### config.mk
export PLATFORM = sky130hd
export DESIGN_NAME = frame_slot_receive_buffer_top
export DESIGN_NICKNAME = d
export VERILOG_FILES = /design/src/hw/rtl/fsrb_pkg.sv /design/src/hw/rtl/frame_slot_receive_buffer_top.sv
export SDC_FILE = /design/constraint.sdc
export NUM_CORES = 1
export LEC_CHECK = 0
export BUFFER_PORTS_ARGS = -buffer_cell sky130_fd_sc_hd__buf_2
export CORE_MARGIN = 2
export CORE_UTILIZATION = 40
export CTS_BUF_LIST = sky130_fd_sc_hd__clkbuf_4
export DETAILED_ROUTE_END_ITERATION = 10
export GPL_TIMING_DRIVEN = 1
export PLACE_DENSITY = 0.56
export SLEW_MARGIN = 40
export SYNTH_ARGS = -nofsm -noshare
export SYNTH_HDL_FRONTEND = slang
export SYNTH_SLANG_ARGS = --single-unit
### constraint.sdc
create_clock -name clk -period 4.1 [get_ports clk]
set_clock_uncertainty 0.15 [all_clocks]
set_input_delay 0.41 -clock clk [delete_from_list [all_inputs] [get_ports clk]]
set_output_delay 0.41 -clock clk [all_outputs]
set_load 0.03 [all_outputs]
### src/hw/rtl/fsrb_pkg.sv
// ----------------------------------------------------------------------------
// fsrb_pkg
// Command and status codes shared by the frame slot receive buffer.
// ----------------------------------------------------------------------------
package fsrb_pkg;

    localparam int CMD_W    = 2;
    localparam int BYTE_W   = 8;
    localparam int STATUS_W = 2;
    localparam int USED_W   = 3;

    typedef enum logic [CMD_W-1:0] {
        CMD_WRITE = 2'd0,
        CMD_READ  = 2'd1,
        CMD_ABORT = 2'd2,
        CMD_NOP   = 2'd3
    } cmd_t;

    typedef enum logic [STATUS_W-1:0] {
        ST_OK       = 2'd0,
        ST_FULL     = 2'd1,
        ST_NO_FRAME = 2'd2
    } status_t;

endpackage

### src/hw/rtl/frame_slot_receive_buffer_top.sv
// ----------------------------------------------------------------------------
// frame_slot_receive_buffer_top
// Ring of fixed-length frame slots that assembles received bytes into frames
// and streams complete frames out in arrival order.
// ----------------------------------------------------------------------------
// An item is taken when start is high and busy is low. Every item except a
// successful read gives its single result, marked by result_valid, in the
// cycle after it is taken, and the receiver must take each result in that
// cycle. Write byte, abort and the unused command never raise busy, so one
// such item may be issued every cycle. A successful read spends the cycle
// after it is taken on the first slot memory access, then streams FRAME_BYTES
// results on consecutive cycles, one byte per cycle from the single read port
// of the slot memory; busy stays high during the read, and the next item can
// be taken in the cycle that shows the last result. A read that finds no
// frame gives one result like a write.
// device_busy, used_frames and ready_to_read always show the state after the
// item being reported.
// ----------------------------------------------------------------------------
module frame_slot_receive_buffer_top #(
    parameter int SLOT_COUNT  = 4,
    parameter int FRAME_BYTES = 10
) (
    input  logic                           clk,
    input  logic                           rst_n,
    input  logic                           start,
    output logic                           busy,
    input  logic [fsrb_pkg::CMD_W-1:0]     command,
    input  logic [fsrb_pkg::BYTE_W-1:0]    rx_byte,
    output logic                           result_valid,
    output logic [fsrb_pkg::STATUS_W-1:0]  status,
    output logic [fsrb_pkg::BYTE_W-1:0]    read_byte,
    output logic                           last,
    output logic                           timer_start,
    output logic                           timer_stop,
    output logic                           device_busy,
    output logic [fsrb_pkg::USED_W-1:0]    used_frames,
    output logic                           ready_to_read
);

    import fsrb_pkg::*;

    localparam int DEPTH  = SLOT_COUNT * FRAME_BYTES;
    localparam int SLOT_W = $clog2(SLOT_COUNT);
    localparam int FILL_W = $clog2(FRAME_BYTES);
    localparam int ADDR_W = $clog2(DEPTH);
    localparam int CNT_W  = $clog2(SLOT_COUNT + 1);
    localparam int EXT_W  = CNT_W + USED_W;

    localparam logic [SLOT_W-1:0] SLOT_MAX  = SLOT_W'(SLOT_COUNT - 1);
    localparam logic [FILL_W-1:0] FILL_MAX  = FILL_W'(FRAME_BYTES - 1);
    localparam logic [CNT_W-1:0]  CNT_FULL  = CNT_W'(SLOT_COUNT);
    localparam logic [ADDR_W-1:0] FRAME_A   = ADDR_W'(FRAME_BYTES);

    typedef enum logic {
        S_IDLE,
        S_READ
    } state_t;

    // control state
    state_t              state_reg, state_next;
    logic [SLOT_W-1:0]   wr_slot_reg, wr_slot_next;
    logic [SLOT_W-1:0]   rd_slot_reg, rd_slot_next;
    logic [FILL_W-1:0]   fill_reg, fill_next;      // bytes held in the write slot
    logic [CNT_W-1:0]    count_reg, count_next;
    logic                busy_flag_reg, busy_flag_next;
    logic [ADDR_W-1:0]   rd_addr_reg, rd_addr_next;
    logic [FILL_W-1:0]   rd_idx_reg, rd_idx_next;

    // registered result
    logic                out_valid_reg, out_valid_next;
    status_t             status_reg, status_next;
    logic                last_reg, last_next;
    logic                tstart_reg, tstart_next;
    logic                tstop_reg, tstop_next;
    logic                byte_sel_reg, byte_sel_next;

    logic [BYTE_W-1:0]   mem [DEPTH];
    logic [BYTE_W-1:0]   rd_data_reg;
    logic                mem_we;
    logic [ADDR_W-1:0]   mem_waddr;

    logic                accept;
    logic                full;
    cmd_t                cmd;
    logic [EXT_W-1:0]    count_ext;

    assign accept = start && (state_reg == S_IDLE);
    assign cmd    = cmd_t'(command);
    // ready slots run contiguously from the read slot, so the ring is full
    // exactly when the write slot still holds an unread frame
    assign full   = (count_reg == CNT_FULL);
    assign mem_waddr = (ADDR_W'(wr_slot_reg) * FRAME_A) + ADDR_W'(fill_reg);

    always_comb
    begin
        state_next     = state_reg;
        wr_slot_next   = wr_slot_reg;
        rd_slot_next   = rd_slot_reg;
        fill_next      = fill_reg;
        count_next     = count_reg;
        busy_flag_next = busy_flag_reg;
        rd_addr_next   = rd_addr_reg;
        rd_idx_next    = rd_idx_reg;
        out_valid_next = 1'b0;
        status_next    = ST_OK;
        last_next      = 1'b0;
        tstart_next    = 1'b0;
        tstop_next     = 1'b0;
        byte_sel_next  = 1'b0;
        mem_we         = 1'b0;

        unique case (state_reg)
            S_IDLE:
            begin
                if (accept)
                begin
                    out_valid_next = 1'b1;
                    last_next      = 1'b1;
                    unique case (cmd)
                        CMD_WRITE:
                        begin
                            if (full)
                            begin
                                status_next = ST_FULL;
                            end
                            else
                            begin
                                mem_we      = 1'b1;
                                tstart_next = (fill_reg == '0);
                                if (fill_reg == FILL_MAX)
                                begin
                                    tstop_next   = 1'b1;
                                    fill_next    = '0;
                                    count_next   = count_reg + 1'b1;
                                    wr_slot_next = (wr_slot_reg == SLOT_MAX) ? '0
                                                   : wr_slot_reg + 1'b1;
                                end
                                else
                                begin
                                    fill_next = fill_reg + 1'b1;
                                end
                            end
                        end
                        CMD_READ:
                        begin
                            if (count_reg == '0)
                            begin
                                status_next = ST_NO_FRAME;
                            end
                            else
                            begin
                                out_valid_next = 1'b0;
                                last_next      = 1'b0;
                                busy_flag_next = full;
                                count_next     = count_reg - 1'b1;
                                rd_slot_next   = (rd_slot_reg == SLOT_MAX) ? '0
                                                 : rd_slot_reg + 1'b1;
                                rd_addr_next   = ADDR_W'(rd_slot_reg) * FRAME_A;
                                rd_idx_next    = '0;
                                state_next     = S_READ;
                            end
                        end
                        CMD_ABORT:
                        begin
                            if (!full)
                            begin
                                fill_next = '0;
                            end
                        end
                        CMD_NOP:
                        begin
                        end
                    endcase
                end
            end
            S_READ:
            begin
                // byte issued now shows on the ports next cycle
                out_valid_next = 1'b1;
                byte_sel_next  = 1'b1;
                last_next      = (rd_idx_reg == FILL_MAX);
                rd_addr_next   = rd_addr_reg + 1'b1;
                rd_idx_next    = rd_idx_reg + 1'b1;
                if (rd_idx_reg == FILL_MAX)
                begin
                    state_next = S_IDLE;
                end
            end
        endcase
    end

    always_ff @(posedge clk or negedge rst_n)
    begin
        if (!rst_n)
        begin
            state_reg     <= S_IDLE;
            wr_slot_reg   <= '0;
            rd_slot_reg   <= '0;
            fill_reg      <= '0;
            count_reg     <= '0;
            busy_flag_reg <= 1'b0;
            rd_addr_reg   <= '0;
            rd_idx_reg    <= '0;
            out_valid_reg <= 1'b0;
            status_reg    <= ST_OK;
            last_reg      <= 1'b0;
            tstart_reg    <= 1'b0;
            tstop_reg     <= 1'b0;
            byte_sel_reg  <= 1'b0;
        end
        else
        begin
            state_reg     <= state_next;
            wr_slot_reg   <= wr_slot_next;
            rd_slot_reg   <= rd_slot_next;
            fill_reg      <= fill_next;
            count_reg     <= count_next;
            busy_flag_reg <= busy_flag_next;
            rd_addr_reg   <= rd_addr_next;
            rd_idx_reg    <= rd_idx_next;
            out_valid_reg <= out_valid_next;
            status_reg    <= status_next;
            last_reg      <= last_next;
            tstart_reg    <= tstart_next;
            tstop_reg     <= tstop_next;
            byte_sel_reg  <= byte_sel_next;
        end
    end

    // slot memory: one write port, one registered read port
    always_ff @(posedge clk)
    begin
        if (mem_we)
        begin
            mem[mem_waddr] <= rx_byte;
        end
        if (state_reg == S_READ)
        begin
            rd_data_reg <= mem[rd_addr_reg];
        end
    end

    assign count_ext     = EXT_W'(count_reg);
    assign busy          = (state_reg == S_READ);
    assign result_valid  = out_valid_reg;
    assign status        = status_reg;
    assign read_byte     = byte_sel_reg ? rd_data_reg : '0;
    assign last          = last_reg;
    assign timer_start   = tstart_reg;
    assign timer_stop    = tstop_reg;
    assign device_busy   = busy_flag_reg;
    assign used_frames   = count_ext[USED_W-1:0];
    assign ready_to_read = (count_reg != '0);

    a_item_gives_result: assert property (@(posedge clk) disable iff (!rst_n)
        start && !busy && !((command == CMD_READ) && (count_reg != '0))
        |=> result_valid)
        else $error("accepted item gave no result in the next cycle");

    a_read_stream_begins: assert property (@(posedge clk) disable iff (!rst_n)
        start && !busy && (command == CMD_READ) && (count_reg != '0)
        |=> !result_valid ##1 result_valid)
        else $error("frame read did not start its stream after one cycle");

    a_count_bound: assert property (@(posedge clk) disable iff (!rst_n)
        count_reg <= CNT_FULL)
        else $error("frame count exceeds slot count");

    a_read_addr_range: assert property (@(posedge clk) disable iff (!rst_n)
        busy |-> (32'(rd_addr_reg) < DEPTH))
        else $error("read address beyond slot memory");

    a_read_ends_last: assert property (@(posedge clk) disable iff (!rst_n)
        $fell(busy) |-> result_valid && last && byte_sel_reg)
        else $error("frame read did not end with its last byte");

endmodule
# Word level (Yosys, flattened, before mapping)
# Memory sizes are Yosys's and may differ from the RTL's. A register that Yosys moved wholly into a read port is not among the register bits.
# Cells that the tools add are included.
# word_totals
regBits	30
mem_bits_rw	320
input_bits	13
output_inout_bits	20
memories	1
# classes
add_sub_neg	8
multipliers	2
n_eq_ne	14
muxes	50
bitwise	3
reduce_logical	12
# memory_table
memory	depth	width	rd	rd_clocked_by_memory_dff	wr	line_no	source
mem	40	8	1	1	1	frame_slot_receive_buffer_top.sv:77	logic [BYTE_W-1:0] mem [DEPTH];
# op_table
op	n
$mux 1	24
$mux 4	6
$mux 6	3
$pmux 4 s2	2
$ne 2x2->1 const B	6
$pmux 6 s2	1
$mul 2x3->5 const B	2
$mux 2	5
$reduce_and 5->1	2
$mux 3	3
$add 4x1->4 const B	2
$eq 4x4->1 const B	2
$mux 8	1
$add 6x1->6 const B	1
$add 6x4->6	1
$eq 2x2->1 const B	3
$pmux 1 s2	3
$pmux 3 s2	1
$reduce_and 6->1	1
$add 2x1->2 const B	2
$logic_not 4->1	1
$pmux 2 s2	1
$reduce_and 4->1	1
$reduce_bool 2->1	2
other kinds (11)	13

# Longest topological paths before layout
# Gate-level depths: netlist of the first run.
# depth
depth_word	7
depth_mapped	8
depth_no_buf	6

# Worst setup path before layout of the first run
# OpenSTA, ideal clock, no wires.
# synth_timing
path_type	register -> register
start	register wr_slot_reg[0]
end	memory mem[11][0] (enable)
setup_time_ps	383
arrival_time_ps	2513
path_slack_ps	1054
path_stages_with_launch	6
path_buffers	0
cell_sequence	dfrtp_1 ha_1 fa_1 nor4b_1 nand3_1 nor3_1
# synth_via
elab_chain_cells	2
# synth_lines
item	line_no	source
start, declared	frame_slot_receive_buffer_top.sv:61	logic [SLOT_W-1:0] wr_slot_reg, wr_slot_next;
start signal, assigned	frame_slot_receive_buffer_top.sv:214	wr_slot_reg <= wr_slot_next;
$mul 2x3->5	frame_slot_receive_buffer_top.sv:92	assign mem_waddr = (ADDR_W'(wr_slot_reg) * FRAME_A) + ADDR_W'(fill_reg);
$add 6x4->6	frame_slot_receive_buffer_top.sv:92	
end, declared	frame_slot_receive_buffer_top.sv:77	
# No other way between the ends.

# Worst setup path after layout of the first run
# layout_timing
start	register wr_slot_reg[0]
end	memory mem[35][2] (enable)
# The elaborated chain is that of the path after synthesis.

==> results.py, run 1 <==
metrics = {
    "outcome": {
        "outcome": "finished with violations",
        "violations": "negative hold slack",
    },
    "logic_synthesis": {
        "yosysSeqAreaShare": 0.728,
        "synthesis.area_um2": 14600,
        "syn_avg_cell_area_um2": 18.0,
        "syn_nets": 834,
        "synth_edf_count": 328,
        "ys_types": 51,
        "synth-seq-cells": 358,
        "synth_ff_type": "edfxtp_1",
        "synth_cells": 808,
        "async_reset_ff_frac": 0.0838,
        "yosysWarnings": 0,
    },
    "power": {
        "power.total_mw": 10.2,
        "peakVddDrop_mv": 0.389,
        "power_density_nw_per_um2": 607,
        "p_leak_nw": 5.81,
    },
    "critical_path": {
        "worstPathMaxFanout": 8,
        "cp.arrival_ns": 3.40,
        "slowest_delay_ns": 0.63,
        "worst_ep_required_time_ns": 4.30,
        "rr_startpoint": "wr_slot_reg[0]$_DFFE_PN0P_",
        "worst_setup_path_start_kind": "flop",
        "path_delay_family": "simple AND/OR/NAND/NOR gates",
        "rrSetupSlack_ns": 0.90,
        "r2r-end": "mem[35][2]$_DFFE_PP_",
        "critPathBufInv": 0,
        "r2r_cells": 5,
        "crit_path_top_delay_cell": "nor2_1",
        "worst-setup-path-type": "reg2reg",
        "crit_chain": "ha_1 > fa_1 > nor4b_2 > nand3_1 > nor2_1",
        "crit_path_end_kind": "flop",
    },
    "grt": {
        "grt_pass1_wl_mm": 50.5,
        "grt_pass1_vias": 8086,
        "grt.total_usage": 0.181,
        "overflow": 0,
        "antenna_found_initial": 4,
        "grt_max_degree": 70,
    },
    "timing": {
        "slew_headroom": 0.468,
        "setup_viol": 0,
        "timing.hold.ws_ns": -0.000216,
        "finalCritPeriodShare": 0.781,
        "drv_slew": 0,
        "hold_viol_final": 1,
        "tightest_slew_ns": 0.795,
        "min_period_ns": 3.20,
        "clock.fmax_mhz": 312,
        "tns_ns": 0,
        "rsz0062_at_grt": "no",
    },
    "clock_network": {
        "cts.sinks": 358,
        "cts_tree": "yes",
        "clk_pin_slew_worst_paths_ns": 0.07,
        "clk_latency_ns": 0.75,
        "cts_hold_buf": 11,
        "numCtsBuffers": 94,
        "cts_setup_buffers": 0,
        "htreeDepth": 3,
        "cts-resized-gates": 0,
        "cts-root-buf": "clkbuf_4",
        "clockBufferDepth": 3,
    },
    "detailed_routing": {
        "drc_errors": 0,
        "vias": 7910,
        "detail-route-antenna-nets": 0,
        "routed_via_density": 5.31,
        "wl_mm": 33.5,
        "drt-initial-drc-count": 555,
        "first_pass_iters": 5,
        "wl_per_cell_um": 22.5,
    },
    "die": {
        "dieWidth_um": 195,
        "dieArea_um2": 37900,
        "start_util": 0.407,
        "ioPinCount": 33,
        "fp.coreArea_um2": 35700,
        "core.rowCount": 69,
        "die_h_um": 195,
    },
    "placement": {
        "gp_congestion": 0.794,
        "placed_cells": 1307,
        "dp_hpwl_mm": 20.7,
        "portBuffers": 32,
    },
    "finish": {
        "fin_cells": 1491,
        "largest_register_ffs": 320,
        "area_growth_pct": 15.0,
        "drive_above_1_share": 0.289,
        "nets": 981,
    },
    "flow_run": {
        "maxCapViolCount": 0,
    },
    "worst_hold_path": {
        "min_path_type": "in2async",
    },
}
cell usage after synthesis, drive strengths merged (2+ instances only):
cell type / count / area share
nand4: 3 / 0.0013
ha: 11 / 0.0095
mux2: 16 / 0.012
nor4b: 2 / 0.0012
and3: 2 / 0.00086
inv: 11 / 0.0028
a221oi: 15 / 0.0090
mux4: 47 / 0.073
nand3: 9 / 0.0031
a21o: 3 / 0.0015
xnor2: 6 / 0.0036
a22oi: 4 / 0.0021
nor4: 2 / 0.0019
or3: 3 / 0.0013
dfrtp: 30 / 0.052
and2: 24 / 0.010
fa: 2 / 0.0028
a211oi: 17 / 0.0088
nand2: 29 / 0.0075
buf: 22 / 0.013
mux2i: 67 / 0.046
nor3b: 2 / 0.0010
a21oi: 3 / 0.0010
nor2b: 5 / 0.0021
clkbuf: 16 / 0.0041
o31ai: 8 / 0.0041
nor2: 46 / 0.012
edfxtp: 328 / 0.68
nand2b: 17 / 0.0073
xor2: 5 / 0.0030
nor3: 10 / 0.0034
o21ai: 13 / 0.0045
nand3b: 4 / 0.0021
o221ai: 16 / 0.0096
stage by stage:
stage,utilization,setup slack (ns),area [um^2]
6_report,0.468,0.900,16700
3_3_place_gp,0.430,0.659,15400
3_5_place_dp,0.431,0.606,15400
5_1_grt,0.468,0.593,16700
4_1_cts,0.467,0.578,16700
2_1_floorplan,-,1.05,14600
worst max path at each step:
| stage | startpoint | endpoint | slack (ns) | cells past startpoint |
|---|---|---|---|---|
| global route | wr_slot_reg[0]$_DFFE_PN0P_ | mem[35][2]$_DFFE_PP_ | 0.59 | 5 |
| global placement | wr_slot_reg[0]$_DFFE_PN0P_ | mem[35][6]$_DFFE_PP_ | 0.66 | 5 |
| floorplan | wr_slot_reg[0]$_DFFE_PN0P_ | mem[11][0]$_DFFE_PP_ | 1.05 | 5 |
| detailed placement | wr_slot_reg[0]$_DFFE_PN0P_ | mem[35][7]$_DFFE_PP_ | 0.61 | 5 |
| CTS | wr_slot_reg[0]$_DFFE_PN0P_ | mem[35][2]$_DFFE_PP_ | 0.58 | 5 |
| finish | wr_slot_reg[0]$_DFFE_PN0P_ | mem[35][2]$_DFFE_PP_ | 0.90 | 5 |
routing by layer:
metal	vias to the layer above	global-route usage	wire, um
li1	3592	-	-
met1	3994	0.255	15200
met2	262	0.267	15000
met3	62	0.0479	2300
met4	0	0.0794	990
met5	-	0	0
cell families (layout without fill, tap and decap cells):
family,Yosys count,count (layout),share of synthesized area
buffers and inverters,49,268,0.0202
AOI/OAI and AO/OA,88,88,0.0458
DFF,358,358,0.728
muxes,130,130,0.131
xor gates and xnor gates,11,11,0.00662
other,0,3,0
and+or+nand+nor,159,159,0.0559
adders and majority gates,13,13,0.0122
final cells by class:
type                       count  area, um^2
antenna                        3        7.51
clock buffer                 139        1040
clock inverter                29         129
fill                        3117       19000
inverter                      11        41.3
multi-input combinational    401        3680
sequential                   358       10600
tap                          461         577
timing repair buffer          89         656
layout by cell type (no fill, tap or decap), drive strengths merged, types with 3 or more instances in the layout:
cell and n:
dlygate4sd3 13, or3 3, nand2 29, ha 11, nor3 10, a211oi 17
nand4 3, a21o 3, mux4 47, clkbuf 139, nand3b 4, dfrtp 30
o21ai 13, a21oi 3, a22oi 4, inv 13, mux2i 67, and2 24
mux2 16, clkinv 25, nor2b 5, nand2b 17, xnor2 6, edfxtp 328
nor2 46, a221oi 15, xor2 5, nand3 9, diode 3, o221ai 16
o31ai 8, buf 76
power by group:
group	internal [mW]	total (mW)	leakage, nW	switching [mW]
Combinational	1.20	2.78	1.78	1.58
Clock	1.55	2.96	0.704	1.41
Sequential	4.19	4.43	3.33	0.244
(Power assumes the default switching activity.)
==> inputs of run 2 (changes only) <==
PLACE_DENSITY = 0.58   (was 0.56)
clock period = 2.7 ns   (was 4.1 ns; I/O delays follow)
==> run 2 against run 1 <==
  * The flow now finishes without violations
  * Die area is the same
  * Maximum frequency grew 24%
  * Critical path depth grew 2
  * Sequential cell count is the same
  * Worst setup slack lost 0.78 ns
  * Global-route usage grew 0.13 points
  * Routed wire length grew 0.50%
  * Hold slack gained 0.35 ns
  * Critical path type unchanged
  * Total power grew 54%
  * Critical endpoint is now mem[11][1]$_DFFE_PP_
==> results.py, run 2 (synthesis gave the netlist of run 1 again) <==
metrics = {
    "critical_path": {
        "crit_path_end_kind": "flop",
        "crit_start": "fill_reg[1]$_DFFE_PN0P_",
        "rr_startpoint": "fill_reg[1]$_DFFE_PN0P_",
        "worst_setup_path_start_kind": "flop",
        "worst_ep_required_time_ns": 2.98,
        "path_delay_family": "adder cells",
        "crit_chain": "ha_2 > fa_2 > nor4b_4 > nand3_1 > buf_4 > nor3_4 > buf_12",
        "crit_path_top_delay_cell": "fa_2",
        "slowest_delay_ns": 0.47,
        "critPathBufInv": 2,
        "rrSetupSlack_ns": 0.12,
        "path_depth": 7,
        "worstPathMaxFanout": 8,
        "cp.arrival_ns": 2.86,
        "worst-setup-path-type": "reg2reg",
        "r2r_cells": 7,
    },
    "power": {
        "peakVddDrop_mv": 0.387,
        "power_density_nw_per_um2": 912,
        "power.total_mw": 15.6,
        "p_leak_nw": 6.00,
    },
    "outcome": {
        "outcome": "finished clean",
    },
    "finish": {
        "nets": 1016,
        "final_cell_mix": "edfxtp_1 (328), clkbuf_4 (133), buf_4 (82)",
        "largest_register_ffs": 320,
        "final_area_um2": 17200,
        "drive_above_1_share": 0.323,
        "layout_commonest_cell": "edfxtp_1",
        "fin_cells": 1518,
        "area_growth_pct": 17.8,
        "utilization": 0.480,
    },
    "clock_network": {
        "clk_pin_slew_worst_paths_ns": 0.08,
        "numCtsBuffers": 90,
        "cts-root-buf": "clkbuf_4",
        "cts_tree": "yes",
        "clk_latency_ns": 0.75,
        "clockBufferDepth": 3,
        "htreeDepth": 3,
        "cts.sinks": 358,
    },
    "detailed_routing": {
        "wl_met3_mm": 1.93,
        "drt-initial-drc-count": 676,
        "topRoutingLayerUsed": "met4",
        "vias": 8024,
        "wl_mm": 33.7,
        "detail-route-antenna-nets": 0,
        "wl_per_cell_um": 22.2,
        "wl_met1_mm": 15.2,
        "drc_errors": 0,
        "routed_via_density": 5.29,
        "dr_wl_met2_mm": 16.0,
        "first_pass_iters": 5,
    },
    "timing": {
        "finalCritPeriodShare": 0.957,
        "hold_viol_final": 0,
        "slew_headroom": 0.512,
        "worst_slack_ns": 0.116,
        "timing.hold.ws_ns": 0.346,
        "min_period_ns": 2.58,
        "rsz0062_at_grt": "no",
        "tightest_slew_ns": 0.731,
        "tns_ns": 0,
        "setup_viol": 0,
        "clock.fmax_mhz": 387,
        "drv_slew": 0,
    },
    "grt": {
        "grt.total_usage": 0.183,
        "grt_pass1_vias": 8171,
        "grt_max_degree": 47,
        "grt_pass1_wl_mm": 50.7,
        "antenna_found_initial": 2,
        "overflow": 0,
    },
    "placement": {
        "dp_hpwl_mm": 21.2,
        "placed_cells": 1341,
        "dpl_cell_area_um2": 15800,
        "pre_cts_slack_ns": -0.0860,
        "portBuffers": 32,
        "gp_congestion": 0.858,
    },
    "worst_hold_path": {
        "worstHoldStart": "command[1]",
        "min_path_type": "in2reg",
        "hold_depth": 5,
    },
    "die": {
        "start_util": 0.407,
        "core.rowCount": 69,
        "dieWidth_um": 195,
        "ioPinCount": 33,
        "fp.coreArea_um2": 35700,
        "die_h_um": 195,
        "dieArea_um2": 37900,
    },
    "flow_run": {
        "maxCapViolCount": 0,
    },
}
run 2: cell types whose count changed in the layout (fill, tap and decap cells not counted), moves of 4 or more:
cell      delta
nor3_1       -4
nor2_1       -5
nand2_2      +4
buf_12       +6
clkinv_2     -4
nand2_1      -4
clkbuf_4     -6
buf_4       +30
run 2: tightest hold or removal path, cell delays in order:
cell and delay [ns]:
dlygate4sd3_1 0.52, buf_2 0.15, nor4_4 0.09, nand2_1 0.06
o21ai_0 0.06
run 2: worst paths after layout:
path,to
setup / recovery,mem[11][1]$_DFFE_PP_
hold / removal,fill_reg[0]$_DFFE_PN0P_
setup reg to reg,mem[11][1]$_DFFE_PP_
hold reg to reg,device_busy$_DFFE_PN0P_
max in group asynchronous,fill_reg[0]$_DFFE_PN0P_
min in group asynchronous,wr_slot_reg[1]$_DFFE_PN0P_
run 2: what timing repair did:
action	in CTS	in global routing
endpoints found under the setup margin	47	202
gates resized for setup	4	10
cloned	0	0
endpoints found under the hold margin	333	40
pin swaps	0	1
buffers inserted	0	2
hold buffers	15	1
run 2: area by class of cell:
class | instances | area [um^2]
fill | 3074 | 18600
sequential | 358 | 10600
multi-input combinational | 401 | 3760
timing repair buffer | 128 | 1030
clock buffer | 133 | 998
tap | 461 | 577
clock inverter | 24 | 135
inverter | 11 | 41.3
antenna | 2 | 5.00
run 2: power by group:
| group | internal (mW) | leakage, nW | total [mW] | switching (mW) |
|---|---|---|---|---|
| Clock | 2.35 | 0.668 | 4.45 | 2.10 |
| Combinational | 2.02 | 2.00 | 4.54 | 2.52 |
| Sequential | 6.35 | 3.33 | 6.66 | 0.302 |
run 2: metal layers:
layer / GRT usage / vias to the layer above
met5: 0 / -
met3: 0.0366 / 44
met4: 0.0662 / 0
met2: 0.288 / 251
met1: 0.254 / 4075
li1: - / 3654
==> inputs of run 3 (changes only) <==
CORE_ASPECT_RATIO = 2   (was not set)
==> run 3 against run 2 <==
  * Via count shrank 0.95%
  * Count of clock-buffer cells in the layout is 26 lower
  * Register-to-register slack lost 0.03 ns
  * Sequential cell count is the same
  * Non-clock buffer count increased by 12
  * Combinational power up 6.4%
  * Clock power down 11%
  * Critical path depth fell by 2
  * Maximum frequency decreased by 1.1%
  * Critical path type unchanged
==> results.py, run 3 (synthesis gave the netlist of run 1 again) <==
metrics = {
    "outcome": {
        "outcome": "finished clean",
    },
    "placement": {
        "gp_congestion": 0.827,
        "dp_hpwl_mm": 23.5,
        "portBuffers": 32,
        "dpl_cell_area_um2": 15800,
        "placed_cells": 1341,
    },
    "critical_path": {
        "worst-setup-path-type": "reg2reg",
        "crit_path_top_delay_cell": "dfrtp_4",
        "path_delay_family": "compound AO/OA/AOI/OAI gates",
        "critPathBufInv": 1,
        "worst_setup_path_start_kind": "flop",
        "crit_chain": "buf_4 > mux4_2 > nand2b_1 > a211oi_1 > o31ai_1",
        "cp.arrival_ns": 2.88,
        "crit_path_end_kind": "flop",
        "worst_ep_required_time_ns": 2.96,
        "slowest_delay_ns": 0.57,
        "rrSetupSlack_ns": 0.09,
        "worstPathMaxFanout": 9,
    },
    "power": {
        "power_density_nw_per_um2": 904,
        "peakVddDrop_mv": 0.394,
        "p_leak_nw": 5.97,
    },
    "detailed_routing": {
        "detail-route-antenna-nets": 0,
        "vias": 7948,
        "drc_errors": 0,
        "routed_via_density": 5.31,
        "wl_per_cell_um": 22.8,
        "wl_mm": 34.1,
        "drt-initial-drc-count": 373,
        "first_pass_iters": 5,
    },
    "finish": {
        "final_cell_mix": "edfxtp_1 (328), clkbuf_4 (107), buf_4 (88)",
        "area_growth_pct": 17.3,
        "nets": 1013,
        "largest_register_ffs": 320,
        "fin_cells": 1496,
        "drive_above_1_share": 0.317,
        "final_area_um2": 17100,
        "layout_commonest_cell": "edfxtp_1",
    },
    "clock_network": {
        "cts_tree": "yes",
        "clk_pin_slew_worst_paths_ns": 0.08,
        "clockBufferDepth": 3,
        "clk_latency_ns": 0.74,
        "htreeDepth": 3,
        "numCtsBuffers": 75,
        "cts-root-buf": "clkbuf_4",
        "cts.sinks": 358,
    },
    "timing": {
        "min_period_ns": 2.61,
        "hold_viol_final": 0,
        "drv_slew": 0,
        "slew_headroom": 0.461,
        "finalCritPeriodShare": 0.968,
        "tns_ns": 0,
        "rsz0062_at_grt": "no",
        "clock.fmax_mhz": 383,
        "setup_viol": 0,
        "tightest_slew_ns": 0.808,
    },
    "grt": {
        "grt_pass1_wl_mm": 50.9,
        "overflow": 0,
        "grt_pass1_vias": 8431,
        "grt_max_degree": 48,
        "grt.total_usage": 0.182,
        "antenna_found_initial": 1,
    },
    "die": {
        "die_h_um": 274,
        "dieWidth_um": 139,
        "dieArea_um2": 38000,
        "ioPinCount": 33,
        "core.rowCount": 98,
        "fp.coreArea_um2": 35800,
        "start_util": 0.407,
    },
    "flow_run": {
        "maxCapViolCount": 0,
    },
    "worst_hold_path": {
        "min_path_type": "in2reg",
    },
}
[run 3: cell types whose count changed in the layout (fill, tap and decap cells not counted), moves of 2 or more]
cell      before  now
nand3_1        9    6
clkinv_2       2    4
buf_4         82   88
clkbuf_4     133  107
buf_2         24   28
nand3_2        0    3
inv_2          1    3
[run 3: final cells by class]
type                            count  area (um^2)
Antenna cell                        1         2.50
Clock buffer                      107          803
Clock inverter                     28          149
Fill cell                        3103        18700
Inverter                           11         41.3
Multi-Input combinational cell    401         3770
Sequential cell                   358        10600
Tap cell                          450          563
Timing Repair Buffer              140         1140
[run 3: repair_timing]
| item | 4_1_cts | 5_1_grt |
|---|---|---|
| gates resized for setup | 2 | 12 |
| endpoints found under the setup margin | 9 | 215 |
| hold buffers | 14 | 2 |
| buffers inserted | 0 | 1 |
| pin swaps | 0 | 1 |
| hold endpoints to repair | 133 | 80 |
[run 3: final timing paths]
path,endpoint,cells past startpoint,startpoint
min,mem[37][4]$_DFFE_PP_,2,rx_byte[4]
max,rd_data_reg[3]$_DFFE_PP_,5,rd_addr_reg[0]$_DFFE_PN0P_
max reg2reg,rd_data_reg[3]$_DFFE_PP_,5,rd_addr_reg[0]$_DFFE_PN0P_
min in group asynchronous,byte_sel_reg$_DFF_PN0_,3,rst_n
max in group asynchronous,rd_addr_reg[0]$_DFFE_PN0P_,4,rst_n
min reg2reg,rd_idx_reg[3]$_DFFE_PN0P_,2,rd_idx_reg[3]$_DFFE_PN0P_
[run 3: through the flow]
stage | hold slack [ns] | worst slack, ns | util | power, mW
after floorplan | -0.176 | -0.0529 | - | 9.88
after global placement | 0.241 | -0.0533 | 0.442 | 11.6
after detailed placement | 0.248 | 0.0435 | 0.442 | 11.7
after CTS | 0.00137 | -0.00586 | 0.473 | 15.6
after global routing | 0.271 | 0.00131 | 0.477 | 16.2
final | 0.316 | 0.0864 | 0.477 | 15.4
[run 3: per-layer routing]
metal | up-vias | wire length [um] | GRT usage
met5 | - | 0 | 0
met4 | 0 | 1540 | 0.0997
met3 | 79 | 1300 | 0.0306
met2 | 201 | 19500 | 0.351
met1 | 4044 | 11700 | 0.184
li1 | 3624 | - | -
[run 3: power by group]
group          leakage [nW]  internal, mW  switching (mW)
Combinational          2.07          2.19            2.64
Sequential             3.33          6.35           0.326
Clock                 0.566          1.94            1.99
